$ cat src/hw/rtl/swtsg_pkg.sv
// ----------------------------------------------------------------------------
// Square wave tone sweep generator package
// Widths, operation codes, controller states and shared structures.
// ----------------------------------------------------------------------------
package swtsg_pkg;

   localparam int PHASE_BITS       = 32;
   localparam int DIVISOR_BITS     = 16;
   localparam int SPT_BITS         = 12;
   localparam int CLOCK_RATIO_BITS = 26;
   localparam int AMPLITUDE_BITS   = 15;
   localparam int START_DIV_BITS   = 16;
   localparam int DELTA_BITS       = 16;
   localparam int TICK_BITS        = 8;
   localparam int SAMPLE_BITS      = 16;
   localparam int CSR_ADDR_BITS    = 4;
   localparam int CSR_DATA_BITS    = 32;

   localparam int DIVIDEND_BITS  = CLOCK_RATIO_BITS + PHASE_BITS - 16;
   localparam int DIV_COUNT_BITS = $clog2(DIVIDEND_BITS + 1);
   localparam int SUM_BITS       = ((DIVISOR_BITS > DELTA_BITS) ? DIVISOR_BITS : DELTA_BITS) + 2;

   localparam logic [SPT_BITS-1:0]         SPT_RESET         = SPT_BITS'(630);
   localparam logic [CLOCK_RATIO_BITS-1:0] CLOCK_RATIO_RESET = CLOCK_RATIO_BITS'(1773161);
   localparam logic [AMPLITUDE_BITS-1:0]   AMPLITUDE_RESET   = AMPLITUDE_BITS'(8000);

   typedef enum logic {
      OP_LOAD   = 1'b0,
      OP_STROBE = 1'b1
   } op_type;

   typedef enum logic [1:0] {
      REG_TICK_SAMPLES = 2'd0,
      REG_CLOCK_RATIO  = 2'd1,
      REG_AMPLITUDE    = 2'd2
   } reg_index_type;

   typedef enum logic [1:0] {
      ST_IDLE,
      ST_DIVIDE,
      ST_EMIT
   } state_type;

   typedef struct packed {
      logic [SPT_BITS-1:0]         tick_samples;
      logic [CLOCK_RATIO_BITS-1:0] clock_ratio;
      logic [AMPLITUDE_BITS-1:0]   amplitude;
   } cfg_type;

   typedef struct packed {
      logic load;
      logic start_tick;
      logic div_step;
      logic emit;
   } cmd_type;

   typedef struct packed {
      logic tick_needed;
      logic div_done;
      logic out_free;
   } status_type;

endpackage

$ cat src/hw/rtl/swtsg_channels.sv
// ----------------------------------------------------------------------------
// Square wave tone sweep generator channels
// Request and result channels with valid/ready handshakes.
// ----------------------------------------------------------------------------
interface swtsg_req_if import swtsg_pkg::*; ();
   logic                           valid;
   logic                           ready;
   logic                           operation;
   logic [START_DIV_BITS-1:0]      start_divisor;
   logic signed [DELTA_BITS-1:0]   delta;
   logic [TICK_BITS-1:0]           tick_count;
   logic                           final_segment;

   modport source(output valid, output operation, output start_divisor, output delta,
                  output tick_count, output final_segment, input ready);
   modport sink(input valid, input operation, input start_divisor, input delta,
                input tick_count, input final_segment, output ready);
endinterface

interface swtsg_rsp_if import swtsg_pkg::*; ();
   logic                          valid;
   logic                          ready;
   logic signed [SAMPLE_BITS-1:0] sample;
   logic                          active;
   logic                          segment_done;
   logic                          sound_done;

   modport source(output valid, output sample, output active, output segment_done,
                  output sound_done, input ready);
   modport sink(input valid, input sample, input active, input segment_done,
                input sound_done, output ready);
endinterface

$ cat src/hw/rtl/square_wave_tone_sweep_generator.sv
// ----------------------------------------------------------------------------
// Square wave tone sweep generator
// Top level: configuration registers, controller and datapath.
// ----------------------------------------------------------------------------
// The request channel carries segment loads and sample strobes; a load
// returns nothing. Every strobe returns exactly one result on the response
// channel: a square wave sample of plus or minus the amplitude, or silence
// when no segment is running. A strobe is accepted in the idle state; the
// emit state then registers its result once the output register is free.
// A strobe that starts a sweep tick first runs the serial step divider, one
// quotient bit per cycle. No request is taken until the pending strobe is
// emitted; after a load the block stays idle. The configuration port is
// APB style with registers tick_samples, clock_ratio and amplitude at byte
// addresses 0, 4 and 8; write them only while the block is idle.
// Reset is synchronous and restores the configuration, controller and sweep
// state; the divider and result data registers are not reset.
// If the receiver stalls, the result is held in the output register; the next
// request is still accepted, and its result waits until the register frees.
// ----------------------------------------------------------------------------
module square_wave_tone_sweep_generator import swtsg_pkg::*; (
   input  logic                     clock,
   input  logic                     reset,
   swtsg_req_if.sink                req_ch,
   swtsg_rsp_if.source              rsp_ch,
   input  logic                     csr_psel,
   input  logic                     csr_penable,
   input  logic                     csr_pwrite,
   input  logic [CSR_ADDR_BITS-1:0] csr_paddr,
   input  logic [CSR_DATA_BITS-1:0] csr_pwdata,
   output logic [CSR_DATA_BITS-1:0] csr_prdata,
   output logic                     csr_pready
);

   logic [SPT_BITS-1:0]         spt_ff, spt_in;
   logic [CLOCK_RATIO_BITS-1:0] ratio_ff, ratio_in;
   logic [AMPLITUDE_BITS-1:0]   amp_ff, amp_in;
   logic                        csr_write;
   reg_index_type               csr_index;
   cfg_type                     cfg;
   cmd_type                     cmd;
   status_type                  status;

   assign csr_pready = 1'b1;
   assign csr_write  = csr_psel && csr_penable && csr_pwrite;
   assign csr_index  = reg_index_type'(csr_paddr[3:2]);

   always_comb begin
      spt_in   = spt_ff;
      ratio_in = ratio_ff;
      amp_in   = amp_ff;
      if (csr_write) begin
         unique case (csr_index)
            REG_TICK_SAMPLES: spt_in   = csr_pwdata[SPT_BITS-1:0];
            REG_CLOCK_RATIO:  ratio_in = csr_pwdata[CLOCK_RATIO_BITS-1:0];
            REG_AMPLITUDE:    amp_in   = csr_pwdata[AMPLITUDE_BITS-1:0];
            default: begin
            end
         endcase
      end
   end

   always_comb begin
      unique case (csr_index)
         REG_TICK_SAMPLES: csr_prdata = CSR_DATA_BITS'(spt_ff);
         REG_CLOCK_RATIO:  csr_prdata = CSR_DATA_BITS'(ratio_ff);
         REG_AMPLITUDE:    csr_prdata = CSR_DATA_BITS'(amp_ff);
         default:          csr_prdata = '0;
      endcase
   end

   always_ff @(posedge clock) begin
      if (reset) begin
         spt_ff   <= SPT_RESET;
         ratio_ff <= CLOCK_RATIO_RESET;
         amp_ff   <= AMPLITUDE_RESET;
      end else begin
         spt_ff   <= spt_in;
         ratio_ff <= ratio_in;
         amp_ff   <= amp_in;
      end
   end

   assign cfg.tick_samples = spt_ff;
   assign cfg.clock_ratio  = ratio_ff;
   assign cfg.amplitude    = amp_ff;

   swtsg_ctrl u_ctrl (
      .clock         (clock),
      .reset         (reset),
      .req_valid     (req_ch.valid),
      .req_operation (req_ch.operation),
      .req_ready     (req_ch.ready),
      .status        (status),
      .cmd           (cmd)
   );

   swtsg_dp u_dp (
      .clock             (clock),
      .reset             (reset),
      .cfg               (cfg),
      .cmd               (cmd),
      .status            (status),
      .req_start_divisor (req_ch.start_divisor),
      .req_delta         (req_ch.delta),
      .req_tick_count    (req_ch.tick_count),
      .req_final_segment (req_ch.final_segment),
      .rsp_ready         (rsp_ch.ready),
      .rsp_valid         (rsp_ch.valid),
      .rsp_sample        (rsp_ch.sample),
      .rsp_active        (rsp_ch.active),
      .rsp_segment_done  (rsp_ch.segment_done),
      .rsp_sound_done    (rsp_ch.sound_done)
   );

endmodule

$ cat src/hw/rtl/swtsg_ctrl.sv
// ----------------------------------------------------------------------------
// Square wave tone sweep generator controller
// Sequences request acceptance, the step division and result emission.
// ----------------------------------------------------------------------------
module swtsg_ctrl import swtsg_pkg::*; (
   input  logic       clock,
   input  logic       reset,
   input  logic       req_valid,
   input  logic       req_operation,
   output logic       req_ready,
   input  status_type status,
   output cmd_type    cmd
);

   state_type state_ff;
   state_type state_in;
   logic      accept;

   always_ff @(posedge clock) begin
      if (reset) begin
         state_ff <= ST_IDLE;
      end else begin
         state_ff <= state_in;
      end
   end

   always_comb begin
      state_in  = state_ff;
      cmd       = '0;
      req_ready = 1'b0;
      accept    = 1'b0;
      unique case (state_ff)
         ST_IDLE: begin
            req_ready = 1'b1;
            accept    = req_valid;
            if (accept) begin
               if (req_operation == OP_LOAD) begin
                  cmd.load = 1'b1;
               end else if (status.tick_needed) begin
                  cmd.start_tick = 1'b1;
                  state_in       = ST_DIVIDE;
               end else begin
                  state_in = ST_EMIT;
               end
            end
         end
         ST_DIVIDE: begin
            cmd.div_step = 1'b1;
            if (status.div_done) begin
               state_in = ST_EMIT;
            end
         end
         ST_EMIT: begin
            if (status.out_free) begin
               cmd.emit = 1'b1;
               state_in = ST_IDLE;
            end
         end
         default: begin
            state_in = ST_IDLE;
         end
      endcase
   end

`ifndef SYNTHESIS
   a_cmd_exclusive: assert property (@(posedge clock) disable iff (reset)
      $onehot0({cmd.load, cmd.start_tick, cmd.div_step, cmd.emit}))
      else $error("controller issued more than one command");

   a_divide_to_emit: assert property (@(posedge clock) disable iff (reset)
      (state_ff == ST_DIVIDE && status.div_done) |=> (state_ff == ST_EMIT))
      else $error("finished division did not lead to emission");

   a_emit_free: assert property (@(posedge clock) disable iff (reset)
      cmd.emit |-> status.out_free)
      else $error("emission into an occupied result register");
`endif

endmodule

$ cat src/hw/rtl/swtsg_dp.sv
// ----------------------------------------------------------------------------
// Square wave tone sweep generator datapath
// Sweep state, serial step divider, phase accumulator and result register.
// ----------------------------------------------------------------------------
module swtsg_dp import swtsg_pkg::*; (
   input  logic                          clock,
   input  logic                          reset,
   input  cfg_type                       cfg,
   input  cmd_type                       cmd,
   output status_type                    status,
   input  logic [START_DIV_BITS-1:0]     req_start_divisor,
   input  logic signed [DELTA_BITS-1:0]  req_delta,
   input  logic [TICK_BITS-1:0]          req_tick_count,
   input  logic                          req_final_segment,
   input  logic                          rsp_ready,
   output logic                          rsp_valid,
   output logic signed [SAMPLE_BITS-1:0] rsp_sample,
   output logic                          rsp_active,
   output logic                          rsp_segment_done,
   output logic                          rsp_sound_done
);

   logic [DIVISOR_BITS-1:0]       divisor_ff, divisor_in;
   logic signed [DELTA_BITS-1:0]  delta_ff, delta_in;
   logic [TICK_BITS-1:0]          ticks_ff, ticks_in;
   logic [SPT_BITS-1:0]           samples_left_ff, samples_left_in;
   logic [PHASE_BITS-1:0]         phase_ff, phase_in;
   logic [PHASE_BITS-1:0]         step_ff, step_in;
   logic                          final_ff, final_in;
   logic [DIV_COUNT_BITS-1:0]     count_ff, count_in;
   logic [DIVIDEND_BITS-1:0]      quot_ff, quot_in;
   logic [DIVISOR_BITS-1:0]       rem_ff, rem_in;
   logic                          rsp_valid_ff, rsp_valid_in;
   logic signed [SAMPLE_BITS-1:0] sample_ff, sample_in;
   logic                          active_ff, active_in;
   logic                          seg_done_ff, seg_done_in;
   logic                          snd_done_ff, snd_done_in;

   logic [DIVISOR_BITS-1:0]       load_divisor;
   logic signed [SUM_BITS-1:0]    sum;
   logic [DIVISOR_BITS-1:0]       sat_divisor;
   logic [DIVISOR_BITS:0]         partial;
   logic                          fits;
   logic [DIVISOR_BITS:0]         partial_diff;
   logic [PHASE_BITS-1:0]         phase_next;
   logic [SAMPLE_BITS-1:0]        magnitude;
   logic [SPT_BITS-1:0]           samples_after;
   logic                          seg_end;

   assign status.tick_needed = (samples_left_ff == '0) && (ticks_ff != '0);
   assign status.div_done    = (count_ff == DIV_COUNT_BITS'(1));
   assign status.out_free    = !rsp_valid_ff || rsp_ready;

   assign load_divisor = DIVISOR_BITS'(req_start_divisor);
   assign sum          = $signed(SUM_BITS'(divisor_ff)) + SUM_BITS'(delta_ff);

   always_comb begin
      if (sum[SUM_BITS-1] || sum == '0) begin
         sat_divisor = DIVISOR_BITS'(1);
      end else if (sum[SUM_BITS-2:DIVISOR_BITS] != '0) begin
         sat_divisor = '1;
      end else begin
         sat_divisor = sum[DIVISOR_BITS-1:0];
      end
   end

   assign partial      = {rem_ff, quot_ff[DIVIDEND_BITS-1]};
   assign fits         = partial >= {1'b0, divisor_ff};
   assign partial_diff = partial - {1'b0, divisor_ff};

   assign phase_next    = phase_ff + step_ff;
   assign magnitude     = {1'b0, cfg.amplitude};
   assign samples_after = samples_left_ff - SPT_BITS'(1);
   assign seg_end       = (samples_after == '0) && (ticks_ff == '0);

   always_comb begin
      divisor_in      = divisor_ff;
      delta_in        = delta_ff;
      ticks_in        = ticks_ff;
      samples_left_in = samples_left_ff;
      phase_in        = phase_ff;
      step_in         = step_ff;
      final_in        = final_ff;
      count_in        = count_ff;
      quot_in         = quot_ff;
      rem_in          = rem_ff;
      rsp_valid_in    = rsp_valid_ff && !rsp_ready;
      sample_in       = sample_ff;
      active_in       = active_ff;
      seg_done_in     = seg_done_ff;
      snd_done_in     = snd_done_ff;

      if (cmd.load) begin
         if (load_divisor != '0) begin
            divisor_in = load_divisor;
         end
         delta_in        = req_delta;
         ticks_in        = req_tick_count;
         samples_left_in = '0;
         final_in        = req_final_segment;
      end

      if (cmd.start_tick) begin
         divisor_in      = sat_divisor;
         ticks_in        = ticks_ff - TICK_BITS'(1);
         samples_left_in = (cfg.tick_samples == '0) ? SPT_BITS'(1) : cfg.tick_samples;
         count_in        = DIV_COUNT_BITS'(DIVIDEND_BITS);
         quot_in         = DIVIDEND_BITS'(cfg.clock_ratio) << (PHASE_BITS - 16);
         rem_in          = '0;
      end

      if (cmd.div_step) begin
         count_in = count_ff - DIV_COUNT_BITS'(1);
         quot_in  = {quot_ff[DIVIDEND_BITS-2:0], fits};
         rem_in   = fits ? partial_diff[DIVISOR_BITS-1:0] : partial[DIVISOR_BITS-1:0];
         if (status.div_done) begin
            step_in = quot_in[PHASE_BITS-1:0];
         end
      end

      if (cmd.emit) begin
         rsp_valid_in = 1'b1;
         if (samples_left_ff == '0) begin
            sample_in   = '0;
            active_in   = 1'b0;
            seg_done_in = 1'b0;
            snd_done_in = 1'b0;
         end else begin
            sample_in       = phase_next[PHASE_BITS-1] ? -$signed(magnitude) : $signed(magnitude);
            active_in       = 1'b1;
            seg_done_in     = seg_end;
            snd_done_in     = seg_end && final_ff;
            samples_left_in = samples_after;
            if (seg_end && final_ff) begin
               phase_in = '0;
               final_in = 1'b0;
            end else begin
               phase_in = phase_next;
            end
         end
      end
   end

   always_ff @(posedge clock) begin
      if (reset) begin
         divisor_ff      <= DIVISOR_BITS'(1);
         delta_ff        <= '0;
         ticks_ff        <= '0;
         samples_left_ff <= '0;
         phase_ff        <= '0;
         step_ff         <= '0;
         final_ff        <= 1'b0;
         count_ff        <= '0;
         rsp_valid_ff    <= 1'b0;
      end else begin
         divisor_ff      <= divisor_in;
         delta_ff        <= delta_in;
         ticks_ff        <= ticks_in;
         samples_left_ff <= samples_left_in;
         phase_ff        <= phase_in;
         step_ff         <= step_in;
         final_ff        <= final_in;
         count_ff        <= count_in;
         rsp_valid_ff    <= rsp_valid_in;
      end
   end

   always_ff @(posedge clock) begin
      quot_ff     <= quot_in;
      rem_ff      <= rem_in;
      sample_ff   <= sample_in;
      active_ff   <= active_in;
      seg_done_ff <= seg_done_in;
      snd_done_ff <= snd_done_in;
   end

   assign rsp_valid        = rsp_valid_ff;
   assign rsp_sample       = sample_ff;
   assign rsp_active       = active_ff;
   assign rsp_segment_done = seg_done_ff;
   assign rsp_sound_done   = snd_done_ff;

`ifndef SYNTHESIS
   a_divisor_nonzero: assert property (@(posedge clock) disable iff (reset)
      divisor_ff != '0)
      else $error("timer divisor reached zero");

   a_sound_implies_segment: assert property (@(posedge clock) disable iff (reset)
      (rsp_valid_ff && snd_done_ff) |-> (seg_done_ff && active_ff))
      else $error("sound end flagged without segment end");

   a_sound_end_phase: assert property (@(posedge clock) disable iff (reset)
      (cmd.emit && samples_left_ff != '0 && seg_end && final_ff) |=>
      (phase_ff == '0 && !final_ff))
      else $error("phase not cleared at end of sound");
`endif

endmodule

$ cat src/flat_wrapper.sv
// flat-port wrapper written by rule: the top's interface ports become plain ports
module square_wave_tone_sweep_generator_flat import swtsg_pkg::*;
  (clock, reset, csr_psel, csr_penable, csr_pwrite, csr_paddr, csr_pwdata, csr_prdata, csr_pready, req_ch_valid, req_ch_operation, req_ch_start_divisor, req_ch_delta, req_ch_tick_count, req_ch_final_segment, req_ch_ready, rsp_ch_valid, rsp_ch_sample, rsp_ch_active, rsp_ch_segment_done, rsp_ch_sound_done, rsp_ch_ready);
  swtsg_req_if req_ch_i ();
  swtsg_rsp_if rsp_ch_i ();
  input  logic clock;
  input  logic reset;
  input  logic csr_psel;
  input  logic csr_penable;
  input  logic csr_pwrite;
  input  logic [CSR_ADDR_BITS-1:0] csr_paddr;
  input  logic [CSR_DATA_BITS-1:0] csr_pwdata;
  output logic [CSR_DATA_BITS-1:0] csr_prdata;
  output logic csr_pready;
  input wire logic [$bits(req_ch_i.valid)-1:0] req_ch_valid;
  input wire logic [$bits(req_ch_i.operation)-1:0] req_ch_operation;
  input wire logic [$bits(req_ch_i.start_divisor)-1:0] req_ch_start_divisor;
  input wire logic [$bits(req_ch_i.delta)-1:0] req_ch_delta;
  input wire logic [$bits(req_ch_i.tick_count)-1:0] req_ch_tick_count;
  input wire logic [$bits(req_ch_i.final_segment)-1:0] req_ch_final_segment;
  output wire logic [$bits(req_ch_i.ready)-1:0] req_ch_ready;
  output wire logic [$bits(rsp_ch_i.valid)-1:0] rsp_ch_valid;
  output wire logic [$bits(rsp_ch_i.sample)-1:0] rsp_ch_sample;
  output wire logic [$bits(rsp_ch_i.active)-1:0] rsp_ch_active;
  output wire logic [$bits(rsp_ch_i.segment_done)-1:0] rsp_ch_segment_done;
  output wire logic [$bits(rsp_ch_i.sound_done)-1:0] rsp_ch_sound_done;
  input wire logic [$bits(rsp_ch_i.ready)-1:0] rsp_ch_ready;
  assign req_ch_i.valid = req_ch_valid;
  assign req_ch_i.operation = req_ch_operation;
  assign req_ch_i.start_divisor = req_ch_start_divisor;
  assign req_ch_i.delta = req_ch_delta;
  assign req_ch_i.tick_count = req_ch_tick_count;
  assign req_ch_i.final_segment = req_ch_final_segment;
  assign req_ch_ready = req_ch_i.ready;
  assign rsp_ch_valid = rsp_ch_i.valid;
  assign rsp_ch_sample = rsp_ch_i.sample;
  assign rsp_ch_active = rsp_ch_i.active;
  assign rsp_ch_segment_done = rsp_ch_i.segment_done;
  assign rsp_ch_sound_done = rsp_ch_i.sound_done;
  assign rsp_ch_i.ready = rsp_ch_ready;
  square_wave_tone_sweep_generator u_core (.clock(clock), .reset(reset), .req_ch(req_ch_i), .rsp_ch(rsp_ch_i), .csr_psel(csr_psel), .csr_penable(csr_penable), .csr_pwrite(csr_pwrite), .csr_paddr(csr_paddr), .csr_pwdata(csr_pwdata), .csr_prdata(csr_prdata), .csr_pready(csr_pready));
endmodule
$ cat config.mk
export PLATFORM = sky130hd
export DESIGN_NAME = square_wave_tone_sweep_generator_flat
export DESIGN_NICKNAME = d
export VERILOG_FILES = /design/src/hw/rtl/swtsg_pkg.sv /design/src/hw/rtl/swtsg_channels.sv /design/src/hw/rtl/square_wave_tone_sweep_generator.sv /design/src/hw/rtl/swtsg_ctrl.sv /design/src/hw/rtl/swtsg_dp.sv /design/src/flat_wrapper.sv
export SDC_FILE = /design/constraint.sdc
export NUM_CORES = 1
export LEC_CHECK = 0
export ABC_CLOCK_PERIOD_IN_PS = 7800
export BUFFER_PORTS_ARGS = -buffer_cell sky130_fd_sc_hd__clkbuf_2
export CORE_UTILIZATION = 46
export CTS_CLUSTER_DIAMETER = 30
export DETAILED_ROUTE_END_ITERATION = 7
export PLACE_DENSITY = 0.77
export RECOVER_POWER = 100
export SLEW_MARGIN = 20
export SYNTH_ARGS = -nofsm -noshare
export SYNTH_HDL_FRONTEND = slang
export SYNTH_SLANG_ARGS = --single-unit
$ cat constraint.sdc
create_clock -name clock -period 7.8 [get_ports clock]
set_clock_uncertainty 0.15 [all_clocks]
set_input_delay 0.78 -clock clock [delete_from_list [all_inputs] [get_ports clock]]
set_output_delay 0.78 -clock clock [all_outputs]
set_load 0.02 [all_outputs]
==> out/qor.csv <==
stage,metric,value,unit
worst_setup_path,reg2reg_slack,2050,ps
grt,grt_overflow,0,
finish,syn2layout_area_growth,17.80,%
sta,max_freq,173.9,MHz
clock_network,numClockSinks,256,
placed_design,hpwl,25.57,mm
worst_hold_path,hold_path_class,in -> reg,
power,vdd_ir_drop_max,0.2501,mV
finish,finish.utilization,54.95,%
finish,finalNonFillerCells,2231,
power,seqPwrFrac,29.9,%
sta,min_period,5750,ps
clock_network,post_cts_resized,0,
yosys,ys_seq_elements,256,
floorplan,rows,64,
worst_setup_path,reg2regPathDepth,12,
power,p_leak,6.841,nW
power,internal_power,4.136,mW
grt,grtUsageTotal,23.63,%
placed_design,dp_cells,2131,
yosys,netlist_top_cells_area,"dfxtp_1, edfxtp_1, nand2_1",
yosys,synth_area,14270,um2
finish,final_cell_mix,"nand2_1, a21oi_1, dfxtp_1, nor2_1, clkbuf_2",
floorplan,start_util,46.65,%
power,power_density,390.3,nW/um2
floorplan,chipWidth,178.1,um
grt,antenna_found_initial,0,
worst_hold_path,hold_depth,3,
sta,rsz0062_at_grt,false,
clock_network,clk_latency,560,ps
routing,drt-total-wl,37.48,mm
clock_network,cts_root_buf,clkbuf_16,
yosys,synthArstFlopShare,0,%
routing,post-route-drc-count,0,
clock_network,clock_path_buffers,3,
sta,worstMarginPinSlew,3423,ps
finish,drive_gt1_share,12.81,%
worst_setup_path,crit_arrival,5860,ps
yosys,yosys.area.top_type,dfxtp_1,
grt,grt_max_degree,79,
floorplan,die_area,31730,um2
power,clkPwrFrac,36.3,%
sta,setup_viol,0,
worst_setup_path,cp_max_fo,21,
clock_network,post-cts-setup-buffers,0,
yosys,synthCells,1681,
finish,fillers,2761,
floorplan,die_h,178.1,um
placed_design,portBuffers,123,
clock_network,clk_pin_slew_worst_paths,50,ps
worst_setup_path,start_kind,register,
worst_hold_path,hold_end,u_core.ratio_ff[19],
worst_setup_path,worstPathCellList,"inv_1, ha_1, or3b_1, nor4_1, and2_0, inv_1, nor3_1, and2_4, a21oi_1, clkbuf_1, a221oi_1, a211oi_2",
worst_setup_path,slowest_delay,950,ps
worst_setup_path,r2r_start,u_core.u_dp.samples_left_ff[0],
finish,layout_commonest_cell,nand2_1,
routing,first_pass_iters,5,
clock_network,cts.htree.levels,2,
sta,timing.slew.headroom,-128.2,%
grt,grt_pass1_wl,60.71,mm
sta,fin_setup_tns,0,ps
yosys,synth-edff-count,77,
sta,slew_viol_final,206,
finish,register_area,5896,um2
yosys,synth_top_cell_area_share,25.11,%
sta,finalHoldViolations,0,
power,p_comb_share,33.8,%
power,p_sw,2.425,mW
routing,drtIter0Drc,1064,
grt,first_global_vias,12152,
worst_setup_path,cp-end-kind,register,
sta,holdWs,280.4,ps
worst_setup_path,cpLargestDelayFamily,simple AND/OR/NAND/NOR gates,
floorplan,coreArea,30590,um2
clock_network,cts_hold_buf,0,
finish,fin_nets,1950,
routing,post_drt_wl_per_cell,16.80,um
clock_network,cts_tree,built,
routing,via_per_inst,5.697,
run_status,violations,"capacitance limit, slew limit",
finish,multi_input_area,7661,um2
yosys,yosys_most_used_dff,dfxtp_1,
yosys,ys_warn_count,0,
worst_setup_path,critPathMostFrequentCell,inv_1,
routing,drtAntennaViolNets,0,
worst_setup_path,worstPathRequired,7910,ps
power,p_sw_share,36.95,%
worst_setup_path,critPathSlowestCell,and2_0,
yosys,yosysSeqAreaShare,41.32,%
run_status,status,"complete, but fails checks",
sta,post-route-period-util,73.71,%
clock_network,numCtsBuffers,53,
floorplan,boundaryPins,139,
worst_hold_path,min_from,csr_pwdata[19],
worst_setup_path,critical_path_class,reg -> reg,
run,drv_cap,4,
finish,antenna_cells,0,
worst_setup_path,r2r-end,u_core.u_dp.divisor_ff[6],
routing,vias,12711,
yosys,syn_area_per_cell,8.489,um2
placed_design,place.gp.congestion,0.9247,
yosys,synth.distinct_cells,87,
worst_setup_path,crit_buf_inv,3,
## how the worst max path moves through the flow
stage	depth (start not counted)	slack, ps	start	endpoint
3_5_place_dp	11	3150	u_core.u_dp.samples_left_ff[0]	u_core.u_dp.quot_ff[7]
3_3_place_gp	11	3270	u_core.u_dp.samples_left_ff[0]	u_core.u_dp.quot_ff[5]
5_1_grt	12	1620	u_core.u_dp.samples_left_ff[0]	u_core.u_dp.divisor_ff[6]
6_report	12	2050	u_core.u_dp.samples_left_ff[0]	u_core.u_dp.divisor_ff[6]
2_1_floorplan	12	4070	u_core.u_dp.samples_left_ff[0]	u_core.u_dp.quot_ff[0]
4_1_cts	11	3130	u_core.u_dp.samples_left_ff[0]	u_core.u_dp.rem_ff[13]
## state kept, by name, summed over array words and instances, names as in the netlist, 12 cells and up
| signal | count |
|---|---|
| u_core.u_dp.divisor_ff | 16 |
| u_core.u_dp.rem_ff | 16 |
| u_core.u_dp.quot_ff | 42 |
| u_core.u_dp.rsp_sample | 16 |
| u_core.ratio_ff | 26 |
| u_core.u_dp.samples_left_ff | 12 |
| u_core.spt_ff | 12 |
| u_core.amp_ff | 15 |
| u_core.u_dp.step_ff | 32 |
| u_core.u_dp.delta_ff | 16 |
| u_core.u_dp.phase_ff | 32 |
## cells in the mapped netlist (23+ instances only)
master / number
dfxtp_1: 179
nand2_1: 397
nor2_1: 98
and2_1: 33
nand3b_1: 28
clkbuf_1: 65
inv_1: 45
a21oi_1: 189
o21ai_0: 52
ha_1: 71
xnor2_1: 38
nor3_1: 32
edfxtp_1: 77
nand3_1: 31
a21o_1: 23
## cells by family after synthesis
family | count (synthesis) | synth area share (%)
and+or+nand+nor | 713 | 22.91
AOI/OAI and AO/OA | 429 | 20.39
DFF | 256 | 41.32
buffers and inverters | 138 | 4.244
adders and majority gates | 74 | 6.646
xor gates and xnor gates | 57 | 3.604
muxes | 12 | 0.8418
other | 2 | 0.05263
## power groups by stage
stage                     clock (mW)  combinational (mW)  sequential [mW]
after floorplan                    0                1.74             1.95
after global placement             0                2.16             1.97
after detailed placement           0                2.24             1.98
after CTS                       2.40                2.27             1.96
after global routing            2.47                2.46             2.00
final                           2.38                2.22             1.96
## per-stage QoR
step	worst slack, ps	cell area, um2	total power [mW]
finish	2050	16810	6.561
floorplan	4073	14290	3.698
global route	1618	16810	6.928
CTS	3134	17040	6.627
global placement	3271	15130	4.132
detailed placement	3152	15130	4.223
## cell type report
cell class                 instances  area share [%]
inverter                          48           1.072
timing repair buffer             140           3.952
multi-input combinational       1292           45.57
clock buffer                      63           8.664
tap                              396           2.948
clock inverter                    36           2.717
sequential                       256           35.07
## per-layer routing
layer,global-route usage (%),part of all wire (%)
met5,0,0
met4,8.796,2.6
met3,4.071,6.5
met2,38.78,47
met1,31.01,44
## worst min-delay path: stages
cell and delay [ps]:
clkbuf_2 70, nand2_1 40, nand3b_1 60
No activity file was read; power rests on OpenSTA's default activity.
